===== src/rtl/ocs_pkg.sv =====
// ---------------------------------------------------------------------------
// Orbit camera package
// Shared payload types, register indexes, fixed-point constants and the
// CORDIC arctangent table.
// ---------------------------------------------------------------------------
package ocs_pkg;

    localparam int ANGLE_BITS_DEF = 24;
    localparam int FRAC_BITS_DEF  = 16;
    localparam int CORDIC_ITERS   = 28;
    localparam int ITER_BITS      = 5;

    localparam logic [31:0] STEP_Q32   = 32'd3417826;
    localparam logic [31:0] MARGIN_Q32 = 32'd6835653;
    localparam logic [31:0] ZOOM_Q32   = 32'd429496730;
    localparam logic signed [33:0] CORDIC_GAIN_Q30 = 34'sd652032874;

    // Register indexes on the configuration port.
    localparam logic [2:0] REG_LOOK_X     = 3'd0;
    localparam logic [2:0] REG_LOOK_Y     = 3'd1;
    localparam logic [2:0] REG_LOOK_Z     = 3'd2;
    localparam logic [2:0] REG_START_RAD  = 3'd3;
    localparam logic [2:0] REG_START_AZI  = 3'd4;
    localparam logic [2:0] REG_START_ELEV = 3'd5;

    typedef struct packed {
        logic               op;
        logic signed [15:0] delta_x;
        logic signed [15:0] delta_y;
    } in_item_t;

    typedef struct packed {
        logic signed [31:0] pos_x;
        logic signed [31:0] pos_y;
        logic signed [31:0] pos_z;
    } out_item_t;

    // Commands from the controller to the datapath.
    typedef struct packed {
        logic load_item;   // apply the step to the angle and radius state
        logic cordic_init; // start both rotations
        logic cordic_step; // one CORDIC iteration
        logic mul_rc;      // radius * cos(e) and radius * sin(e)
        logic mul_out;     // rc * cos(a), rc * sin(a), then add and saturate
    } dp_cmd_t;

    // Arctangent of 2^-i in units of 2^-32 turn.
    function automatic logic [29:0] atan_entry(input logic [ITER_BITS-1:0] i);
        logic [29:0] r;
        begin
            case (i)
                5'd0:  r = 30'd536870912;
                5'd1:  r = 30'd316933406;
                5'd2:  r = 30'd167458907;
                5'd3:  r = 30'd85004756;
                5'd4:  r = 30'd42667331;
                5'd5:  r = 30'd21354465;
                5'd6:  r = 30'd10679838;
                5'd7:  r = 30'd5340245;
                5'd8:  r = 30'd2670163;
                5'd9:  r = 30'd1335087;
                5'd10: r = 30'd667544;
                5'd11: r = 30'd333772;
                5'd12: r = 30'd166886;
                5'd13: r = 30'd83443;
                5'd14: r = 30'd41722;
                5'd15: r = 30'd20861;
                5'd16: r = 30'd10430;
                5'd17: r = 30'd5215;
                5'd18: r = 30'd2608;
                5'd19: r = 30'd1304;
                5'd20: r = 30'd652;
                5'd21: r = 30'd326;
                5'd22: r = 30'd163;
                5'd23: r = 30'd81;
                5'd24: r = 30'd41;
                5'd25: r = 30'd20;
                5'd26: r = 30'd10;
                5'd27: r = 30'd5;
                default: r = 30'd0;
            endcase
            return r;
        end
    endfunction

endpackage


===== src/rtl/ocs_ctrl.sv =====
// ---------------------------------------------------------------------------
// Orbit camera controller
// Sequences one step: state update, CORDIC iterations, two multiply stages
// and the result hand-off.
// ---------------------------------------------------------------------------
module ocs_ctrl (
    input  logic              clk,
    input  logic              rst_n,
    input  logic              in_valid,
    output logic              in_ready,
    output logic              out_valid,
    input  logic              out_ready,
    output ocs_pkg::dp_cmd_t  cmd
);

    localparam logic [2:0] ST_IDLE = 3'd0;
    localparam logic [2:0] ST_INIT = 3'd1;
    localparam logic [2:0] ST_ITER = 3'd2;
    localparam logic [2:0] ST_MUL1 = 3'd3;
    localparam logic [2:0] ST_MUL2 = 3'd4;

    logic [2:0] state_reg, state_next;
    logic [ocs_pkg::ITER_BITS-1:0] iter_reg, iter_next;
    logic out_valid_reg, out_valid_next;

    assign in_ready  = (state_reg == ST_IDLE);
    assign out_valid = out_valid_reg;

    // Next state and commands.
    always_comb
    begin
        state_next     = state_reg;
        iter_next      = iter_reg;
        out_valid_next = out_valid_reg;
        cmd            = '0;
        if (out_valid_reg && out_ready)
        begin
            out_valid_next = 1'b0;
        end
        case (state_reg)
            ST_IDLE:
            begin
                if (in_valid)
                begin
                    cmd.load_item = 1'b1;
                    state_next    = ST_INIT;
                end
            end
            ST_INIT:
            begin
                cmd.cordic_init = 1'b1;
                iter_next       = '0;
                state_next      = ST_ITER;
            end
            ST_ITER:
            begin
                cmd.cordic_step = 1'b1;
                iter_next       = iter_reg + 1'b1;
                if (iter_reg == ocs_pkg::ITER_BITS'(ocs_pkg::CORDIC_ITERS - 1))
                begin
                    state_next = ST_MUL1;
                end
            end
            ST_MUL1:
            begin
                cmd.mul_rc = 1'b1;
                state_next = ST_MUL2;
            end
            ST_MUL2:
            begin
                // The output register may still hold the previous result.
                if (!out_valid_reg || out_ready)
                begin
                    cmd.mul_out    = 1'b1;
                    out_valid_next = 1'b1;
                    state_next     = ST_IDLE;
                end
            end
            default:
            begin
                state_next = ST_IDLE;
            end
        endcase
    end

    always_ff @(posedge clk or negedge rst_n)
    begin
        if (!rst_n)
        begin
            state_reg     <= ST_IDLE;
            iter_reg      <= '0;
            out_valid_reg <= 1'b0;
        end
        else
        begin
            state_reg     <= state_next;
            iter_reg      <= iter_next;
            out_valid_reg <= out_valid_next;
        end
    end

endmodule


===== config.mk =====
export PLATFORM = sky130hd
export DESIGN_NAME = ocs_ctrl
export DESIGN_NICKNAME = d
export VERILOG_FILES = /design/src/rtl/ocs_pkg.sv /design/src/rtl/ocs_ctrl.sv
export SDC_FILE = /design/constraint.sdc
export NUM_CORES = 1
export LEC_CHECK = 0
export BUFFER_PORTS_ARGS = -buffer_cell sky130_fd_sc_hd__clkbuf_2
export CAP_MARGIN = 10
export CORE_AREA = 10 10 47 49
export CTS_CLUSTER_DIAMETER = 80
export DETAILED_ROUTE_END_ITERATION = 16
export DIE_AREA = 0 0 57 59
export GPL_TIMING_DRIVEN = 1
export HOLD_SLACK_MARGIN = 0.06
export PLACE_DENSITY = 0.58
export SLEW_MARGIN = 20
export SYNTH_ARGS = -nofsm -noshare
export SYNTH_HDL_FRONTEND = slang
export SYNTH_SLANG_ARGS = --single-unit

===== constraint.sdc =====
create_clock -name clk -period 2.26 [get_ports clk]
set_clock_uncertainty 0.1 [all_clocks]
set_input_delay 0.113 -clock clk [delete_from_list [all_inputs] [get_ports clk]]
set_output_delay 0.113 -clock clk [all_outputs]
set_load 0.01 [all_outputs]

Word-level counts from Yosys, hierarchy flattened. Index checks and enable logic that the tools add are counted. Widths: inputs -> output; s select.

Register bits: 9. Input port bits: 4. Output and inout bits: 7.

Add/subtract/negate cells: 1. Equal/unequal tests: 8. Muxes and demuxes: 15. Reduce and logical (&&, ||, !) cells: 6.

Operators by type and width (number): $pmux 3 s5 (1); $mux 1 (10); $pmux 5 s2 (1); $mux 3 (3); $eq 3x2->1 const B (2); $ne 2x2->1 const B (3); $add 5x1->5 const B (1); $eq 5x5->1 const B (1); $eq 3x1->1 const B (1); $eq 3x3->1 const B (1); $logic_not 3->1 (1); $reduce_and 3->1 (1); $reduce_bool 2->1 (1); $logic_and 1x1->1 (1); $logic_not 1->1 (1); $logic_or 1x1->1 (1).

Depth between registers and ports, before layout.
Depth in word-level cells: 4. Gate-level depth with buffers: 5. Gate-level depth less buffers: 4.

Least setup slack after synthesis. No wires, ideal clock.

Path type: reg-to-reg. Start: reg state_reg[1]. End: reg iter_reg[2] (netlist name). Library setup time: 0.126 ns. Data arrival time: 1.340 ns. Data required time: 2.034 ns. Setup slack: 0.694 ns. Cell stages (with the launch flop): 6. Buffers on the path: 1. Clock period less this slack: 1.566 ns. Cell sequence: dfrtp_1 -> or3b_2 -> clkbuf_1 -> inv_1 -> mux2_4 -> mux2i_4.

Word-level cells in the longest chain between the ends: 2. Elaborated cells on any way between the ends: 4.

RTL lines: start: declaration (RTL line ocs_ctrl.sv:22) `logic [2:0] state_reg, state_next;`; start signal: assignment (RTL line ocs_ctrl.sv:96) `state_reg <= state_next;`; $eq 3x2->1 / $eq 3x1->1 (equally long branches) (RTL line ocs_ctrl.sv:40) `case (state_reg)`; $pmux 5 s2 / $reduce_bool 2->1 (equally long branches); end signal: assignment (RTL line ocs_ctrl.sv:97) `iter_reg <= iter_next;`; end: declaration (RTL line ocs_ctrl.sv:23) `logic [ocs_pkg::ITER_BITS-1:0] iter_reg, iter_next;`.

Several ways; a longest one is shown, not always the timed one. A chain may end at the register's enable or synchronous reset.

==> impl_metrics.xml <==
<?xml version="1.0" encoding="UTF-8"?>
<metrics>
  <group name="run_status">
    <metric name="outcome" unit="">completed</metric>
  </group>
  <group name="sta">
    <metric name="finalSetupViolations" unit="">0</metric>
    <metric name="min_period" unit="ns">1.683</metric>
    <metric name="timing.max_slew.rel_slack" unit="%">85.25</metric>
    <metric name="setup_repair_after_global_routing_missed_its_margin" unit="">no</metric>
    <metric name="finalHoldViolations" unit="">0</metric>
    <metric name="timing.hold.ws" unit="ns">0.1463</metric>
    <metric name="final_max_slew_viol_count" unit="">0</metric>
    <metric name="timing.setup.tns" unit="ns">0</metric>
    <metric name="final.setup.worst_slack" unit="ns">0.5765</metric>
    <metric name="post-route-period-util" unit="%">74.49</metric>
    <metric name="maxClockFrequency" unit="MHz">594.0</metric>
    <metric name="worst_slew_pin_slew" unit="ns">0.2196</metric>
  </group>
  <group name="critical_path">
    <metric name="critical_path.max_fanout" unit="">6</metric>
    <metric name="crit_path_from" unit="">state_reg[1]</metric>
    <metric name="cpLargestDelayFamily" unit="">simple AND/OR/NAND/NOR gates</metric>
    <metric name="cpPeakStageDelay" unit="ns">0.55</metric>
    <metric name="critical_path.reg2reg.endpoint" unit="">iter_reg[2]</metric>
    <metric name="crit_path_end_kind" unit="">output port</metric>
    <metric name="worstSetupStartpointType" unit="">flip-flop</metric>
    <metric name="cp.arrival" unit="ns">1.47</metric>
    <metric name="crit_type" unit="">reg2out</metric>
    <metric name="timing.reg2reg.worst_path_depth" unit="">3</metric>
    <metric name="regToRegSetupSlack" unit="ns">0.69</metric>
    <metric name="cells_along_the_critical_path" unit="">or3b_2, inv_1, clkbuf_2</metric>
    <metric name="worst_setup_path_endpoint" unit="">cmd[3]</metric>
    <metric name="worst-path-stages" unit="">3</metric>
    <metric name="critPathSlowestCell" unit="">sky130_fd_sc_hd__or3b_2</metric>
    <metric name="worst_r2r_startpoint" unit="">state_reg[0]</metric>
    <metric name="critical_path_required" unit="ns">2.05</metric>
    <metric name="cp_num_buf_inv" unit="">2</metric>
  </group>
  <group name="synthesis">
    <metric name="syn-mean-instance-area" unit="sq um">10.66</metric>
    <metric name="yosysWarningCount" unit="">0</metric>
    <metric name="post_synth_design_cell_area" unit="sq um">469.2</metric>
    <metric name="synth-async-reset-ratio" unit="%">100.0</metric>
    <metric name="primary_flip_flop_cell_chosen_by_synthesis_mapping" unit="">sky130_fd_sc_hd__dfrtp_1</metric>
    <metric name="yosys_register_bits" unit="">9</metric>
    <metric name="mappedNetlistNets" unit="">49</metric>
    <metric name="number_of_library_cell_types_mapped_by_synthesis" unit="">24</metric>
    <metric name="number_of_enable_type_register_cells_in_the_synthesized_netlist" unit="">0</metric>
    <metric name="sequential_area_share_after_synthesis" unit="%">48.00</metric>
    <metric name="synthCells" unit="">44</metric>
  </group>
  <group name="job">
    <metric name="cap_viol_max_count" unit="">0</metric>
  </group>
  <group name="hold_path">
    <metric name="holdCritPathClass" unit="">in2async</metric>
  </group>
  <group name="finish">
    <metric name="layout_cell_share_with_drive_strength_beyond_1" unit="%">29.31</metric>
    <metric name="area_delta_synth_final" unit="%">22.13</metric>
    <metric name="layout.cell_area.non_filler" unit="sq um">573.1</metric>
    <metric name="largest_register_ff_count" unit="">5</metric>
    <metric name="design.final.nets" unit="">64</metric>
    <metric name="mostFrequentLayoutCells" unit="">10 x sky130_fd_sc_hd__clkbuf_2, 9 x sky130_fd_sc_hd__dfrtp_1, 8 x sky130_fd_sc_hd__nand2_1</metric>
    <metric name="layout_commonest_cell" unit="">sky130_fd_sc_hd__clkbuf_2</metric>
    <metric name="antennaDiodeCount" unit="">0</metric>
  </group>
  <group name="route">
    <metric name="wl_per_cell" unit="microns">11.85</metric>
    <metric name="drt-vias-per-instance" unit="">4.689</metric>
    <metric name="total_wirelength_of_the_detailed_routed_design" unit="microns">877</metric>
    <metric name="remaining_drc_errors" unit="">0</metric>
    <metric name="ant_nets" unit="">0</metric>
    <metric name="first_iter_violations" unit="">0</metric>
    <metric name="vias" unit="">347</metric>
    <metric name="drt-pass1-iter-count" unit="">1</metric>
  </group>
  <group name="grt">
    <metric name="first_pass_grt_wire_length" unit="microns">1621</metric>
    <metric name="antenna_found_initial" unit="">0</metric>
    <metric name="grt_max_degree" unit="">10</metric>
    <metric name="first_global_vias" unit="">353</metric>
    <metric name="overflow" unit="">0</metric>
    <metric name="grt_usage" unit="%">6.201</metric>
  </group>
  <group name="power_and_ir_drop">
    <metric name="leakage" unit="nW">0.3166</metric>
    <metric name="total_power" unit="uW">654.6</metric>
    <metric name="peakVddDrop" unit="mV">0.5597</metric>
    <metric name="power_density" unit="nW/um^2">1142</metric>
  </group>
  <group name="floorplan">
    <metric name="die_footprint" unit="sq um">3363</metric>
    <metric name="die_extent_in_y" unit="microns">59</metric>
    <metric name="fp-row-count" unit="">14</metric>
    <metric name="die_w" unit="microns">57</metric>
    <metric name="initial_standard_cell_utilization_of_the_core" unit="%">33.48</metric>
    <metric name="design.portCount" unit="">11</metric>
    <metric name="core_area" unit="sq um">1401</metric>
  </group>
  <group name="clock_tree">
    <metric name="cts.repair_timing.setup_buffer_count" unit="">0</metric>
    <metric name="cts-resized-gates" unit="">0</metric>
    <metric name="clock_insertion_delay_worst_skew" unit="ns">0.25</metric>
    <metric name="clock_sinks" unit="">9</metric>
    <metric name="clkSlewWorstSetupHoldPaths" unit="ns">0.06</metric>
    <metric name="cts_tree" unit="">done</metric>
    <metric name="cts.path.max_buffers" unit="">2</metric>
    <metric name="cts-buffers-inserted" unit="">3</metric>
    <metric name="h_tree_level_count" unit="">1</metric>
    <metric name="cts-root-buf" unit="">sky130_fd_sc_hd__clkbuf_4</metric>
  </group>
  <group name="place">
    <metric name="io_buffer_count" unit="">10</metric>
    <metric name="post-dp-hpwl" unit="microns">685.2</metric>
    <metric name="dp_worst_setup_slack" unit="ns">0.7075</metric>
    <metric name="dp_area" unit="sq um">516.7</metric>
    <metric name="routabilityCongestion" unit="">0.6819</metric>
  </group>
</metrics>
cells by family after synthesis:
family | Yosys count | synth area share, %
AOI/OAI and AO/OA | 2 | 2.666
adders and majority gates | 1 | 2.666
buffers and inverters | 5 | 6.398
DFF | 9 | 48.00
muxes | 5 | 14.40
and+or+nand+nor | 22 | 25.87
through the flow:
stage,instances,util [%]
floorplan,44,-
global route,74,40.89
global placement,67,36.88
CTS,74,40.89
finish,74,40.89
detailed placement,67,36.88
power breakdown:
part / switching (mW) / internal (mW) / leakage [nW]
Combinational: 0.143 / 0.125 / 0.182
Sequential: 0.0551 / 0.212 / 0.119
Clock: 0.0507 / 0.0677 / 0.0150
Total: 0.249 / 0.405 / 0.317
routing by layer:
layer | vias up | global-route usage [%] | part of all wire (%)
met5 | - | 0 | 0
met4 | 0 | 3.020 | 0.68
met3 | 2 | 5.150 | 12
met2 | 17 | 7.752 | 36
met1 | 147 | 7.213 | 51
li1 | 181 | - | -
repair_timing:
action,CTS,global route
endpoints found under the hold margin,11,0
hold buffers,3,0
setup endpoints to repair,0,0
worst min-delay path by stage:
stage,start,endpoint
6_report,rst_n,iter_reg[0]
5_1_grt,rst_n,state_reg[1]
4_1_cts,rst_n,state_reg[0]
3_5_place_dp,rst_n,state_reg[1]
3_3_place_gp,rst_n,state_reg[0]
2_1_floorplan,rst_n,iter_reg[0]
area by class of cell:
type                       count  area [sq um]
inverter                       2         7.507
fill                         140         828.3
sequential                     9         225.2
tap                           16         20.02
timing repair buffer          13         80.08
multi-input combinational     30         214.0
clock buffer                   4         26.28
synthesized netlist by cell type (all sizes together), types with 2 or more instances:
cell type,instances,area (sq um)
dfrtp,9,225.2
nand2,8,30.03
mux2i,4,52.55
buf,2,18.77
inv,2,7.500
nand3,2,10.01
nand4,2,12.51
nor3,2,10.01
or3b,2,17.52
worst reg2reg max path, delay by kind of cell (launching register included):
family        cells  cell delay [ns]
flops             1             0.42
mux               2             0.47
simple gates      1             0.50
(Power assumes the default switching activity.)
